[config.mk]
export PLATFORM = sky130hd
export DESIGN_NAME = servo_pulse_command_failsafe_top
export DESIGN_NICKNAME = d
export VERILOG_FILES = /design/src/hw/rtl/spcf_pkg.sv /design/src/hw/rtl/spcf_div.sv /design/src/hw/rtl/spcf_dp.sv /design/src/hw/rtl/spcf_ctrl.sv /design/src/hw/rtl/servo_pulse_command_failsafe_top.sv
export VERILOG_INCLUDE_DIRS = /design/src /design/src/hw/rtl
export SDC_FILE = /design/constraint.sdc
export NUM_CORES = 2
export LEC_CHECK = 0
export ABC_AREA = 1
export BUFFER_PORTS_ARGS = -buffer_cell sky130_fd_sc_hd__buf_2
export CORE_MARGIN = 3
export CORE_UTILIZATION = 50
export CTS_CLUSTER_SIZE = 14
export DETAILED_ROUTE_END_ITERATION = 10
export PLACE_DENSITY = 0.74
export SLEW_MARGIN = 30
export SYNTH_ARGS = -nofsm -noshare
export SYNTH_HDL_FRONTEND = slang
export SYNTH_HIERARCHICAL = 1
export SYNTH_SLANG_ARGS = --single-unit
[constraint.sdc]
create_clock -name clk -period 13.7 [get_ports clk]
set_input_delay 2.055 -clock clk [delete_from_list [all_inputs] [get_ports clk]]
set_output_delay 2.055 -clock clk [all_outputs]
set_load 0.02 [all_outputs]
[src/hw/rtl/servo_pulse_command_failsafe_top_assert.svh]
// assertion macros shared by the servo command unit rtl
`ifndef SERVO_PULSE_COMMAND_FAILSAFE_TOP_ASSERT_SVH
`define SERVO_PULSE_COMMAND_FAILSAFE_TOP_ASSERT_SVH

// same-cycle implication, sampled on clk, off while rst_n is low
`define SPCF_ASSERT_NOW(lbl, ante, cons) \
    lbl: assert property (@(posedge clk) disable iff (!rst_n) (ante) |-> (cons)) \
        else $error("spcf assertion failed");

// next-cycle implication, sampled on clk, off while rst_n is low
`define SPCF_ASSERT_NEXT(lbl, ante, cons) \
    lbl: assert property (@(posedge clk) disable iff (!rst_n) (ante) |=> (cons)) \
        else $error("spcf assertion failed");

`endif

[src/hw/rtl/spcf_pkg.sv]
// types, codes and constants of the servo command unit
package spcf_pkg;

    // request type codes
    localparam logic [2:0] REQ_START    = 3'd0;
    localparam logic [2:0] REQ_UNITLESS = 3'd1;
    localparam logic [2:0] REQ_RAW      = 3'd2;
    localparam logic [2:0] REQ_TICK     = 3'd3;
    localparam logic [2:0] REQ_STATUS   = 3'd4;

    // configuration register indexes
    localparam logic [2:0] CFG_MIN_PULSE = 3'd0;
    localparam logic [2:0] CFG_MAX_PULSE = 3'd1;
    localparam logic [2:0] CFG_NEUTRAL   = 3'd2;
    localparam logic [2:0] CFG_PERIOD    = 3'd3;
    localparam logic [2:0] CFG_RELOAD    = 3'd4;
    localparam logic [2:0] CFG_CHAN_ID   = 3'd5;
    localparam logic [2:0] CFG_TIMEOUT   = 3'd6;

    // configuration reset values
    localparam logic [15:0] RST_MIN_PULSE = 16'd1000;
    localparam logic [15:0] RST_MAX_PULSE = 16'd2000;
    localparam logic [15:0] RST_NEUTRAL   = 16'd1500;
    localparam logic [19:0] RST_PERIOD    = 20'd20000;
    localparam logic [15:0] RST_RELOAD    = 16'd65535;
    localparam logic [7:0]  RST_CHAN_ID   = 8'd5;
    localparam logic [15:0] RST_TIMEOUT   = 16'd500;

    // one servo channel exists
    localparam logic [7:0] SERVO_COUNT = 8'd1;

    // shared divider geometry
    localparam int DIV_N_W   = 32;
    localparam int DIV_D_W   = 20;
    localparam int DIV_CNT_W = $clog2(DIV_N_W);

    // how an accepted word is processed
    typedef enum logic [1:0] {
        KIND_DIRECT,
        KIND_NEUTRAL,
        KIND_SCALE,
        KIND_RAW
    } kind_t;

    // controller states
    typedef enum logic [3:0] {
        S_IDLE,
        S_DISPATCH,
        S_SCALE_MUL,
        S_SCALE_CLAMP,
        S_TICK_MUL,
        S_TICK_START,
        S_TICK_DIV,
        S_TICK_FIN,
        S_POS_START,
        S_POS_DIV,
        S_POS_FIN,
        S_DONE
    } state_t;

    // controller to datapath commands
    typedef struct packed {
        logic load_item;
        logic scale_mul;
        logic scale_clamp;
        logic tick_mul;
        logic tick_div_start;
        logic tick_fin;
        logic pos_div_start;
        logic pos_fin;
        logic out_load;
    } ctrl_cmd_t;

    // datapath to controller status
    typedef struct packed {
        kind_t kind;
        logic  div_busy;
        logic  out_free;
    } dp_sts_t;

endpackage

[src/hw/rtl/spcf_div.sv]
// iterative restoring divider, one quotient bit per cycle
module spcf_div
    import spcf_pkg::*;
(
    input  logic               clk,
    input  logic               rst_n,
    input  logic               start,
    input  logic [DIV_N_W-1:0] dividend,
    input  logic [DIV_D_W-1:0] divisor,
    output logic               busy,
    output logic [DIV_N_W-1:0] quotient,
    output logic [DIV_D_W-1:0] remainder
);

    logic                 busy_reg;
    logic [DIV_CNT_W-1:0] cnt_reg;
    logic [DIV_N_W-1:0]   quo_reg;
    logic [DIV_D_W-1:0]   rem_reg;
    logic [DIV_D_W-1:0]   dsr_reg;
    logic [DIV_D_W:0]     rem_sh;
    logic [DIV_D_W+1:0]   diff;

    // shift in the next dividend bit and trial subtract
    assign rem_sh = {rem_reg, quo_reg[DIV_N_W-1]};
    assign diff   = {1'b0, rem_sh} - {2'b00, dsr_reg};

    // control: busy flag and step counter
    always_ff @(posedge clk or negedge rst_n)
    begin
        if (!rst_n)
        begin
            busy_reg <= 1'b0;
            cnt_reg  <= '0;
        end
        else if (start)
        begin
            busy_reg <= 1'b1;
            cnt_reg  <= DIV_CNT_W'(DIV_N_W - 1);
        end
        else if (busy_reg)
        begin
            cnt_reg <= cnt_reg - 1'b1;
            if (cnt_reg == '0)
            begin
                busy_reg <= 1'b0;
            end
        end
    end

    // datapath: quotient shifts in as the dividend shifts out
    always_ff @(posedge clk)
    begin
        if (start)
        begin
            quo_reg <= dividend;
            rem_reg <= '0;
            dsr_reg <= divisor;
        end
        else if (busy_reg)
        begin
            if (!diff[DIV_D_W+1])
            begin
                rem_reg <= diff[DIV_D_W-1:0];
                quo_reg <= {quo_reg[DIV_N_W-2:0], 1'b1};
            end
            else
            begin
                rem_reg <= rem_sh[DIV_D_W-1:0];
                quo_reg <= {quo_reg[DIV_N_W-2:0], 1'b0};
            end
        end
    end

    assign busy      = busy_reg;
    assign quotient  = quo_reg;
    assign remainder = rem_reg;

endmodule

[src/hw/rtl/spcf_dp.sv]
// datapath: config registers, channel state, multiplier, divider, result register
`include "servo_pulse_command_failsafe_top_assert.svh"

module spcf_dp
    import spcf_pkg::*;
(
    input  logic               clk,
    input  logic               rst_n,
    input  logic               cfg_valid,
    input  logic [2:0]         cfg_index,
    input  logic [19:0]        cfg_data,
    input  logic [2:0]         req_type,
    input  logic [7:0]         servo_index,
    input  logic signed [15:0] position_cmd,
    input  logic [15:0]        pulse_cmd_us,
    input  logic [31:0]        now_ms,
    output logic               out_valid,
    input  logic               out_ready,
    output logic [15:0]        compare_ticks,
    output logic               compare_write,
    output logic               failsafe_fired,
    output logic               status_ok,
    output logic [7:0]         status_id,
    output logic signed [15:0] status_position,
    input  ctrl_cmd_t          cmd,
    output dp_sts_t            sts
);

    // configuration
    logic [15:0] min_pulse_reg;
    logic [15:0] max_pulse_reg;
    logic [15:0] neutral_reg;
    logic [19:0] period_reg;
    logic [15:0] reload_reg;
    logic [7:0]  chan_id_reg;
    logic [15:0] timeout_reg;

    // channel state
    logic [15:0] last_pos_reg;
    logic [31:0] last_time_reg;

    // item registers
    kind_t       kind_reg;
    kind_t       kind_next;
    logic [2:0]  req_reg;
    logic        idx_ok_reg;
    logic [15:0] pos_reg;
    logic [31:0] now_reg;
    logic [15:0] us_reg;
    logic [15:0] us_load;
    logic [15:0] cmp_val_reg;
    logic [15:0] pos_res_reg;
    logic signed [34:0] prod_reg;

    // result register
    logic        out_valid_reg;
    logic [15:0] compare_ticks_reg;
    logic        compare_write_reg;
    logic        failsafe_reg;
    logic        status_ok_reg;
    logic [7:0]  status_id_reg;
    logic [15:0] status_pos_reg;

    // combinational helpers
    logic               idx_ok;
    logic               fire;
    logic [16:0]        range_w;
    logic [16:0]        top_w;
    logic signed [16:0] mul_a;
    logic signed [17:0] mul_b;
    logic signed [34:0] prod;
    logic [35:0]        num;
    logic [35:0]        mag;
    logic [35:0]        qsum;
    logic [20:0]        vs;
    logic [15:0]        us_scaled;
    logic [16:0]        d_w;
    logic [16:0]        dmag;
    logic [16:0]        rmag;
    logic               div_start;
    logic [DIV_N_W-1:0] div_dividend;
    logic [DIV_D_W-1:0] div_divisor;
    logic               div_busy;
    logic [DIV_N_W-1:0] div_quo;
    logic [DIV_D_W-1:0] div_rem;
    logic               tick_rnd;
    logic [32:0]        tick_q;
    logic [15:0]        tick_val;
    logic               pos_rnd;
    logic [32:0]        pos_q;
    logic [15:0]        pos_val;
    logic               pos_neg;

    // configuration writes
    always_ff @(posedge clk or negedge rst_n)
    begin
        if (!rst_n)
        begin
            min_pulse_reg <= RST_MIN_PULSE;
            max_pulse_reg <= RST_MAX_PULSE;
            neutral_reg   <= RST_NEUTRAL;
            period_reg    <= RST_PERIOD;
            reload_reg    <= RST_RELOAD;
            chan_id_reg   <= RST_CHAN_ID;
            timeout_reg   <= RST_TIMEOUT;
        end
        else if (cfg_valid)
        begin
            case (cfg_index)
                CFG_MIN_PULSE: min_pulse_reg <= cfg_data[15:0];
                CFG_MAX_PULSE: max_pulse_reg <= cfg_data[15:0];
                CFG_NEUTRAL:   neutral_reg   <= cfg_data[15:0];
                CFG_PERIOD:    period_reg    <= cfg_data;
                CFG_RELOAD:    reload_reg    <= cfg_data[15:0];
                CFG_CHAN_ID:   chan_id_reg   <= cfg_data[7:0];
                CFG_TIMEOUT:   timeout_reg   <= cfg_data[15:0];
                default:       ;
            endcase
        end
    end

    // decode of the incoming word
    assign idx_ok = (servo_index < SERVO_COUNT);
    assign fire   = ((now_ms - last_time_reg) > {16'd0, timeout_reg});

    always_comb
    begin
        case (req_type)
            REQ_START:    kind_next = KIND_NEUTRAL;
            REQ_UNITLESS: kind_next = idx_ok ? KIND_SCALE : KIND_DIRECT;
            REQ_RAW:      kind_next = idx_ok ? KIND_RAW : KIND_DIRECT;
            REQ_TICK:     kind_next = fire ? KIND_NEUTRAL : KIND_DIRECT;
            default:      kind_next = KIND_DIRECT;
        endcase
    end

    // pulse seeded at load: clamped raw pulse or neutral
    always_comb
    begin
        if (req_type == REQ_RAW)
        begin
            if (pulse_cmd_us < min_pulse_reg)
            begin
                us_load = min_pulse_reg;
            end
            else if (pulse_cmd_us > max_pulse_reg)
            begin
                us_load = max_pulse_reg;
            end
            else
            begin
                us_load = pulse_cmd_us;
            end
        end
        else
        begin
            us_load = neutral_reg;
        end
    end

    always_ff @(posedge clk or negedge rst_n)
    begin
        if (!rst_n)
        begin
            kind_reg <= KIND_DIRECT;
        end
        else if (cmd.load_item)
        begin
            kind_reg <= kind_next;
        end
    end

    // shared multiplier: position times range, or pulse times timer top
    assign range_w = {1'b0, max_pulse_reg} - {1'b0, min_pulse_reg};
    assign top_w   = {1'b0, reload_reg} + 17'd1;
    assign mul_a   = cmd.scale_mul ? {pos_reg[15], pos_reg} : {1'b0, us_reg};
    assign mul_b   = cmd.scale_mul ? {range_w[16], range_w} : {1'b0, top_w};
    assign prod    = mul_a * mul_b;

    // unitless position to microseconds, rounded half away from zero, clamped to the pulse window
    assign num  = {4'd0, neutral_reg, 16'd0} + {prod_reg[34], prod_reg};
    assign mag  = num[35] ? (36'd0 - num) : num;
    assign qsum = mag + 36'd32768;
    assign vs   = num[35] ? (21'd0 - {1'b0, qsum[35:16]}) : {1'b0, qsum[35:16]};

    always_comb
    begin
        if ($signed(vs) < $signed({5'd0, min_pulse_reg}))
        begin
            us_scaled = min_pulse_reg;
        end
        else if ($signed(vs) > $signed({5'd0, max_pulse_reg}))
        begin
            us_scaled = max_pulse_reg;
        end
        else
        begin
            us_scaled = vs[15:0];
        end
    end

    // divider operands: ticks division or position back-conversion
    assign d_w   = {1'b0, us_reg} - {1'b0, neutral_reg};
    assign dmag  = d_w[16] ? (17'd0 - d_w) : d_w;
    assign rmag  = range_w[16] ? (17'd0 - range_w) : range_w;
    assign div_start    = cmd.tick_div_start | cmd.pos_div_start;
    assign div_dividend = cmd.pos_div_start ? {dmag[15:0], 16'd0} : prod_reg[31:0];
    assign div_divisor  = cmd.pos_div_start ? {4'd0, rmag[15:0]} : period_reg;

    spcf_div u_div (
        .clk       (clk),
        .rst_n     (rst_n),
        .start     (div_start),
        .dividend  (div_dividend),
        .divisor   (div_divisor),
        .busy      (div_busy),
        .quotient  (div_quo),
        .remainder (div_rem)
    );

    // ticks: round quotient, saturate at reload
    assign tick_rnd = ({div_rem, 1'b0} >= {1'b0, period_reg});
    assign tick_q   = {1'b0, div_quo} + {32'd0, tick_rnd};
    assign tick_val = (tick_q > {17'd0, reload_reg}) ? reload_reg : tick_q[15:0];

    // position: round quotient, apply sign, saturate to q1.15
    assign pos_rnd = ({div_rem, 1'b0} >= {5'd0, rmag[15:0]});
    assign pos_q   = {1'b0, div_quo} + {32'd0, pos_rnd};
    assign pos_neg = d_w[16] ^ range_w[16];

    always_comb
    begin
        if (d_w == 17'd0)
        begin
            pos_val = 16'd0;
        end
        else if (pos_neg)
        begin
            pos_val = (pos_q > 33'd32768) ? 16'h8000 : 16'(17'd0 - pos_q[16:0]);
        end
        else
        begin
            pos_val = (pos_q > 33'd32767) ? 16'h7fff : pos_q[15:0];
        end
    end

    // item payload registers
    always_ff @(posedge clk)
    begin
        if (cmd.load_item)
        begin
            req_reg    <= req_type;
            idx_ok_reg <= idx_ok;
            pos_reg    <= position_cmd;
            now_reg    <= now_ms;
            us_reg     <= us_load;
        end
        else if (cmd.scale_clamp)
        begin
            us_reg <= us_scaled;
        end
        if (cmd.scale_mul || cmd.tick_mul)
        begin
            prod_reg <= prod;
        end
        if (cmd.tick_fin)
        begin
            cmp_val_reg <= tick_val;
        end
        if (cmd.pos_fin)
        begin
            pos_res_reg <= pos_val;
        end
    end

    // channel state update when the result is issued
    always_ff @(posedge clk or negedge rst_n)
    begin
        if (!rst_n)
        begin
            last_pos_reg  <= '0;
            last_time_reg <= '0;
        end
        else if (cmd.out_load)
        begin
            case (kind_reg)
                KIND_NEUTRAL:
                begin
                    last_pos_reg  <= '0;
                    last_time_reg <= (req_reg == REQ_TICK) ? 32'd0 : now_reg;
                end
                KIND_SCALE:
                begin
                    last_pos_reg  <= pos_reg;
                    last_time_reg <= now_reg;
                end
                KIND_RAW:
                begin
                    last_pos_reg  <= pos_res_reg;
                    last_time_reg <= now_reg;
                end
                default: ;
            endcase
        end
    end

    // result word valid flag
    always_ff @(posedge clk or negedge rst_n)
    begin
        if (!rst_n)
        begin
            out_valid_reg <= 1'b0;
        end
        else if (cmd.out_load)
        begin
            out_valid_reg <= 1'b1;
        end
        else if (out_ready)
        begin
            out_valid_reg <= 1'b0;
        end
    end

    // result word fields
    always_ff @(posedge clk)
    begin
        if (cmd.out_load)
        begin
            compare_write_reg <= (kind_reg != KIND_DIRECT);
            compare_ticks_reg <= (kind_reg != KIND_DIRECT) ? cmp_val_reg : 16'd0;
            failsafe_reg      <= (kind_reg == KIND_NEUTRAL) && (req_reg == REQ_TICK);
            if ((kind_reg == KIND_DIRECT) && (req_reg == REQ_STATUS) && idx_ok_reg)
            begin
                status_ok_reg  <= 1'b1;
                status_id_reg  <= chan_id_reg;
                status_pos_reg <= last_pos_reg;
            end
            else
            begin
                status_ok_reg  <= 1'b0;
                status_id_reg  <= 8'd0;
                status_pos_reg <= 16'd0;
            end
        end
    end

    assign out_valid       = out_valid_reg;
    assign compare_ticks   = compare_ticks_reg;
    assign compare_write   = compare_write_reg;
    assign failsafe_fired  = failsafe_reg;
    assign status_ok       = status_ok_reg;
    assign status_id       = status_id_reg;
    assign status_position = status_pos_reg;

    // status to the controller
    assign sts.kind     = kind_reg;
    assign sts.div_busy = div_busy;
    assign sts.out_free = !out_valid_reg || out_ready;

    // a failsafe always rewrites the compare register
    `SPCF_ASSERT_NOW(a_fire_writes, out_valid && failsafe_fired, compare_write)
    // status replies never carry a compare update
    `SPCF_ASSERT_NOW(a_status_excl, out_valid && status_ok, !compare_write)
    // a stalled result word stays offered
    `SPCF_ASSERT_NEXT(a_out_hold, out_valid && !out_ready, out_valid)

endmodule

[src/hw/rtl/spcf_ctrl.sv]
// controller state machine sequencing the datapath
`include "servo_pulse_command_failsafe_top_assert.svh"

module spcf_ctrl
    import spcf_pkg::*;
(
    input  logic      clk,
    input  logic      rst_n,
    input  logic      in_valid,
    output logic      in_ready,
    output ctrl_cmd_t cmd,
    input  dp_sts_t   sts
);

    state_t state_reg;
    state_t state_next;

    // state register
    always_ff @(posedge clk or negedge rst_n)
    begin
        if (!rst_n)
        begin
            state_reg <= S_IDLE;
        end
        else
        begin
            state_reg <= state_next;
        end
    end

    // next state
    always_comb
    begin
        state_next = state_reg;
        case (state_reg)
            S_IDLE:
            begin
                if (in_valid)
                begin
                    state_next = S_DISPATCH;
                end
            end
            S_DISPATCH:
            begin
                case (sts.kind)
                    KIND_SCALE:   state_next = S_SCALE_MUL;
                    KIND_NEUTRAL: state_next = S_TICK_MUL;
                    KIND_RAW:     state_next = S_TICK_MUL;
                    default:      state_next = S_DONE;
                endcase
            end
            S_SCALE_MUL:   state_next = S_SCALE_CLAMP;
            S_SCALE_CLAMP: state_next = S_TICK_MUL;
            S_TICK_MUL:    state_next = S_TICK_START;
            S_TICK_START:  state_next = S_TICK_DIV;
            S_TICK_DIV:
            begin
                if (!sts.div_busy)
                begin
                    state_next = S_TICK_FIN;
                end
            end
            S_TICK_FIN:
            begin
                state_next = (sts.kind == KIND_RAW) ? S_POS_START : S_DONE;
            end
            S_POS_START:   state_next = S_POS_DIV;
            S_POS_DIV:
            begin
                if (!sts.div_busy)
                begin
                    state_next = S_POS_FIN;
                end
            end
            S_POS_FIN:     state_next = S_DONE;
            S_DONE:
            begin
                if (sts.out_free)
                begin
                    state_next = S_IDLE;
                end
            end
            default:       state_next = S_IDLE;
        endcase
    end

    // command outputs
    always_comb
    begin
        cmd      = '0;
        in_ready = 1'b0;
        case (state_reg)
            S_IDLE:
            begin
                in_ready      = 1'b1;
                cmd.load_item = in_valid;
            end
            S_SCALE_MUL:   cmd.scale_mul      = 1'b1;
            S_SCALE_CLAMP: cmd.scale_clamp    = 1'b1;
            S_TICK_MUL:    cmd.tick_mul       = 1'b1;
            S_TICK_START:  cmd.tick_div_start = 1'b1;
            S_TICK_FIN:    cmd.tick_fin       = 1'b1;
            S_POS_START:   cmd.pos_div_start  = 1'b1;
            S_POS_FIN:     cmd.pos_fin        = 1'b1;
            S_DONE:        cmd.out_load       = sts.out_free;
            default:       ;
        endcase
    end

    // result only written into a free output register
    `SPCF_ASSERT_NOW(a_load_free, cmd.out_load, sts.out_free)
    // divider never restarted mid-run
    `SPCF_ASSERT_NOW(a_start_idle, cmd.tick_div_start || cmd.pos_div_start, !sts.div_busy)
    // a started division is running on the next cycle
    `SPCF_ASSERT_NEXT(a_div_runs, cmd.tick_div_start || cmd.pos_div_start, sts.div_busy)

endmodule

[src/hw/rtl/servo_pulse_command_failsafe_top.sv]
// servo command unit with failsafe: top level
// Usage:
//   in channel (in_valid/in_ready) takes one request word: req_type,
//   servo_index, position_cmd, pulse_cmd_us, now_ms.
//   out channel (out_valid/out_ready) returns exactly one result word per
//   request: compare_ticks/compare_write, failsafe_fired, status fields.
//   cfg channel (cfg_valid/cfg_ready, cfg_index, cfg_data) writes one
//   register per accepted word; cfg_ready is always high; write only while
//   no request is in flight.
// Timing: one request at a time; the next one is accepted the cycle after
//   a result is loaded. Status, non-firing ticks and rejected commands
//   go straight to the result; start and failsafe ticks run one division;
//   unitless commands scale and clamp first; raw pulse commands add a
//   second division. The iterative divider is shared: one division for
//   compare ticks, a second for the raw pulse position back-conversion.
// Reset: registers return to their default values, channel position and
//   update time clear, no result pending.
// Stall: a finished result waits in the output register; a new request
//   is accepted meanwhile and runs until its own result is ready to load.
module servo_pulse_command_failsafe_top
    import spcf_pkg::*;
(
    input  logic               clk,
    input  logic               rst_n,
    input  logic               cfg_valid,
    output logic               cfg_ready,
    input  logic [2:0]         cfg_index,
    input  logic [19:0]        cfg_data,
    input  logic               in_valid,
    output logic               in_ready,
    input  logic [2:0]         req_type,
    input  logic [7:0]         servo_index,
    input  logic signed [15:0] position_cmd,
    input  logic [15:0]        pulse_cmd_us,
    input  logic [31:0]        now_ms,
    output logic               out_valid,
    input  logic               out_ready,
    output logic [15:0]        compare_ticks,
    output logic               compare_write,
    output logic               failsafe_fired,
    output logic               status_ok,
    output logic [7:0]         status_id,
    output logic signed [15:0] status_position
);

    ctrl_cmd_t cmd;
    dp_sts_t   sts;

    // register writes always accepted
    assign cfg_ready = 1'b1;

    // sequencer
    spcf_ctrl u_ctrl (
        .clk      (clk),
        .rst_n    (rst_n),
        .in_valid (in_valid),
        .in_ready (in_ready),
        .cmd      (cmd),
        .sts      (sts)
    );

    // arithmetic and storage
    spcf_dp u_dp (
        .clk             (clk),
        .rst_n           (rst_n),
        .cfg_valid       (cfg_valid),
        .cfg_index       (cfg_index),
        .cfg_data        (cfg_data),
        .req_type        (req_type),
        .servo_index     (servo_index),
        .position_cmd    (position_cmd),
        .pulse_cmd_us    (pulse_cmd_us),
        .now_ms          (now_ms),
        .out_valid       (out_valid),
        .out_ready       (out_ready),
        .compare_ticks   (compare_ticks),
        .compare_write   (compare_write),
        .failsafe_fired  (failsafe_fired),
        .status_ok       (status_ok),
        .status_id       (status_id),
        .status_position (status_position),
        .cmd             (cmd),
        .sts             (sts)
    );

endmodule

=== After elaboration in Yosys (flattened, before gate mapping) ===
Index checks and enable logic that the tools add are counted.
Widths: inputs -> output; s select.

* Bits in registers: 419
* Input bits: 103
* Output and inout bits: 46
* Logic and storage cells: 175

* Add/sub/neg operators: 15
* $mul: 1
* $lt $le $gt $ge: 11
* Equal/unequal tests: 29
* Muxes and demuxes: 55
* Bitwise gates (word level): 2
* Reduce and logical (&&, ||, !) cells: 30

{| class="wikitable"
|+ Operator list
! cell !! number
|-
| $mux 16 || 14
|-
| $mux 32 || 4
|-
| $add 32x1->33 || 2
|-
| $pmux 32 s2 || 1
|-
| $pmux 16 s3 || 1
|-
| $pmux 4 s12 || 1
|-
| $sub 1x16->16 const A || 3
|-
| $add 33x35->36 || 1
|-
| $add 36x16->36 const B || 1
|-
| $mux 36 || 1
|-
| $sub 1x36->36 const A || 1
|-
| $mul 17x18->35 || 1
|-
| $sub 16x16->17 || 2
|-
| $gt 33x15->1 const B || 1
|-
| $gt 33x16->1 || 1
|-
| $gt 33x16->1 const B || 1
|-
| $gt 32x16->1 || 1
|-
| $sub 32x32->32 || 1
|-
| $sub 21x20->22 || 1
|-
| $ge 21x16->1 || 1
|-
| $ge 21x20->1 || 1
|-
| $gt 21x17->1 || 1
|-
| $lt 21x17->1 || 1
|-
| $mux 21 || 1
|-
| 41 further kinds || 99
|}

=== Logic depth before layout (Yosys ltp) ===
* Depth in word-level cells: 11
* Depth in mapped cells: 48
* Mapped depth without buffers: 48

=== Modules after synthesis ===
The synthesis kept the hierarchy.

{| class="wikitable"
|+ By module, submodules not included
! module !! times used !! cells an instance !! area an instance (µm²) !! sequential area each (µm²)
|-
| spcf_dp || 1 || 4708 || 36760.3 || 9384.0
|-
| spcf_div || 1 || 631 || 4679.5 || 2112.0
|-
| spcf_ctrl || 1 || 78 || 420.4 || 100.1
|-
| servo_pulse_command_failsafe_top || 1 || 2 || 11.3 || 0.0
|}

=== Least setup slack after synthesis ===
Ideal clock, no wire load.

* Path type: flip-flop to flip-flop
* Start point: register u_dp.min_pulse_reg[3]
* End point: register u_dp.prod_reg[34], data pin
* Library setup time: 260 ps
* Arrival time: 8274 ps
* Required time: 13440 ps
* Path slack: 5166 ps
* Stages on the path, launching flop included: 36
* Path buffers: 2
* Clock period less this slack: 8534 ps
* Path through: dfstp_2 > inv_1 > ha_1 > a21o_1 > a31oi_1 > o21ai_1 > a21o_1 > a21oi_1 > o21ai_1 > nand2_1 > nand2_1 > a21oi_1 > o21ai_1 > nand2_1 > nand2_1 > a21oi_1 > inv_1 > clkbuf_1 > buf_1 > nor2_1 > fa_1 > fa_1 > inv_1 > fa_1 > fa_1 > fa_1 > inv_1 > fa_1 > ha_1 > a21oi_1 > o21ai_0 > a21oi_1 > o21ai_0 > inv_1 > o221a_2 > xor2_1

* Word-level cells in the longest chain between the ends: 3

{| class="wikitable"
|+ Ends and longest elaborated chain
! item !! line !! RTL
|-
| start, declared || spcf_dp.sv:30 || <nowiki>logic [15:0] min_pulse_reg;</nowiki>
|-
| start signal, assigned || spcf_dp.sv:110 || <nowiki>CFG_MIN_PULSE: min_pulse_reg <= cfg_data[15:0];</nowiki>
|-
| $sub 16x16->17 || spcf_dp.sv:174 || <nowiki>assign range_w = {1'b0, max_pulse_reg} - {1'b0, min_pulse_reg};</nowiki>
|-
| $mux 18 || spcf_dp.sv:177 || <nowiki>assign mul_b = cmd.scale_mul ? {range_w[16], range_w} : {1'b0, top_w};</nowiki>
|-
| $mul 17x18->35 || spcf_dp.sv:178 || <nowiki>assign prod = mul_a * mul_b;</nowiki>
|-
| named net u_dp.prod[34] || spcf_dp.sv:71 || <nowiki>logic signed [34:0] prod;</nowiki>
|-
| end signal, assigned || spcf_dp.sv:264 || <nowiki>prod_reg <= prod;</nowiki>
|-
| end, declared || spcf_dp.sv:53 || <nowiki>logic signed [34:0] prod_reg;</nowiki>
|}

The timed path passes the listed nets, and every way through them passes these cells.
A chain may end at the register's enable or synchronous reset.

=== Worst setup path in the final report ===
Same ends and word-level chain as after synthesis.

==> reports/qor.yml <==
grt_pass1_wl_um: 200200
synthFlopType: "edfxtp_1"
worst-setup-path-type: "reg -> reg"
io_buffers: 147
clockRootBuffer: "clkbuf_16"
end_kind: "flip-flop"
cp.arrival_ns: 10.08
antenna_found_initial: 11
cts_tree: "yes"
cp_max_fo: 22
synth.net_count: 6165
min_path_type: "reg -> reg"
multi_input_area_sq_um: 25900
cts_max_path_buffers: 3
rsz0062_at_grt: "false"
grt_max_degree: 95
yosysTopAreaCell: "edfxtp_1"
die_w_um: 295.4
fin_crit_sh_pct: 71.16
globalRouteOverflowTotal: 0
wirelength_um: 129800
num_io_pins: 149
syn2layout_area_growth_pct: 8.537
use_met3_pct: 5.762
hold_violations: 0
die_y_um: 295.4
ys_seq_area_share_pct: 27.69
setup_viol: 0
slowest_stage: "fa_1"
clock_latency_ns: 0.63
ant_nets: 0
met2_usage_pct: 46.44
clkSlewWorstSetupHoldPaths_ns: 0.06
worst_slew_pin_slew_ns: 1.004
syn_avg_cell_area_sq_um: 7.727
cts_hold_buffers: 0
drc: 0
yosys.cell_count.top_type: "nand2_1"
start_kind: "flip-flop"
cts.sinks: 419
ys_types: 70
fill_cells: 7730
period_minus_slack_ns: 9.749
cp_top_family: "adder cells"
core_area_sq_um: 82500
synth_area_sq_um: 41870
max_stage_delay_ns: 0.55
maxClockFrequency_mhz: 102.6
synth-seq-cells: 419
detail_route.first_pass.iterations: 6
synth_top_area_share_pct: 16.49
h-tree-depth: 2
fin_nets: 6260
synth_edf_count: 230
yosys-top-cells-area: "edfxtp_1, fa_1, nand2_1"
vias: 36368
drv_cap: 0
skew_ns: 0.04598
grt_pass1_vias: 34786
start_util_pct: 50.75
hpwl_um: 105300
slew_headroom_pct: 32.56
register_area_sq_um: 11600
place_congestion: 1.042
ys_warn_count: 6
busiest_layer: "met2"
drive_gt1_share_pct: 7.940
ys_async_sr_fraction_pct: 40.33
grt_usage_pct: 29.78
drv_slew: 0
core.rowCount: 105
cts_resized: 0
dieArea_sq_um: 87250
fin_tns_setup_ns: 0
largest_reg_flops: 35
drt_iter0_drc: 3704
cp_num_buf_inv: 9
netlist_instances: 5419
cts_setup_buffers: 0
timing.hold.ws_ns: 0.4747
status: "completed"
numCtsBuffers: 49
wl_per_cell_um: 19.57
vias_per_cell: 5.483
cp_data_required_time_ns: 14.03
grt_util_met1_pct: 40.79
synth_common_cells: "nand2_1, inv_1, nor2_1"
worst register-to-register path, delay by kind of cell (launching register included):
kind | cells | cell delay [ns]
fa+ha+maj | 8 | 3.73
compound gates | 14 | 2.73
buf+inv | 9 | 1.35
simple gates | 9 | 0.96
flops | 1 | 0.54
xor+xnor | 1 | 0.14
metal layers:
layer / wire length, um / vias to the layer above
met2: 57760 / 1516
met5: 43 / -
met3: 11360 / 317
met4: 6480 / 6
met1: 54140 / 17150
li1: - / 17379
logic make-up after synthesis:
logic type,after synthesis,share of synthesized area (%)
and+or+nand+nor,2321,23.45
buffers and inverters,1154,10.61
AOI/OAI and AO/OA,670,8.908
adders and majority gates,643,24.88
DFF,419,27.69
xor gates and xnor gates,211,4.449
other,1,0.008956
final timing paths:
kind,from,end,slack (ns),depth (start not counted)
max in group asynchronous,rst_n,u_dp/min_pulse_reg[4],10.96,2
worst max register to register,u_dp/min_pulse_reg[3],u_dp/prod_reg[34],3.95,41
min in group asynchronous,rst_n,u_dp/last_time_reg[27],1.39,1
worst max-delay path,u_dp/min_pulse_reg[3],u_dp/prod_reg[34],3.95,41
worst min register to register,u_dp/now_reg[27],u_dp/last_time_reg[27],0.47,2
worst min-delay path,u_dp/now_reg[27],u_dp/last_time_reg[27],0.47,2
placed cells by master, fill, tap and decap left out, drive strengths merged, types with 4 or more instances in the layout:
cell    instances
diode           9
o221ai          7
bufinv          9
clkinv         26
nand3b         11
o21bai         10
a31oi          22
o211ai         18
a21o           11
o31ai           7
dfstp          48
dfxtp          20
inv          1008
dfrtp         121
nor3           53
xor2          154
nand3         293
and2            4
o22ai           9
a21oi         221
buf           182
nor2          512
clkbuf         62
o21ai         331
xnor2          57
fa            316
a211oi         10
nor4           23
nand4          89
a21boi          4
nand2        1316
edfxtp        230
or2            14
ha            327
area by class of cell:
cell class / count / share of cell area [%]
clock buffers: 62 / 2.916
inverters: 1016 / 8.397
well taps: 1070 / 2.946
clock inverters: 29 / 0.9829
repair buffers: 182 / 2.211
multi-input cells: 3846 / 56.98
flip-flops and latches: 419 / 25.52
diodes: 9 / 0.04956
per-stage QoR:
step	worst slack, ns	area (sq um)	cells	utilization [%]
after floorplan	5.166	41870	5419	-
after global placement	4.207	43630	6533	52.88
after detailed placement	4.035	43630	6533	52.89
after CTS	3.975	45410	6624	55.03
after global routing	3.335	45440	6631	55.08
final	3.951	45450	6633	55.08
Power is left out: the tool's default activity adds up to more than one toggle a clock period on the data nets, which glitch-free logic cannot reach.
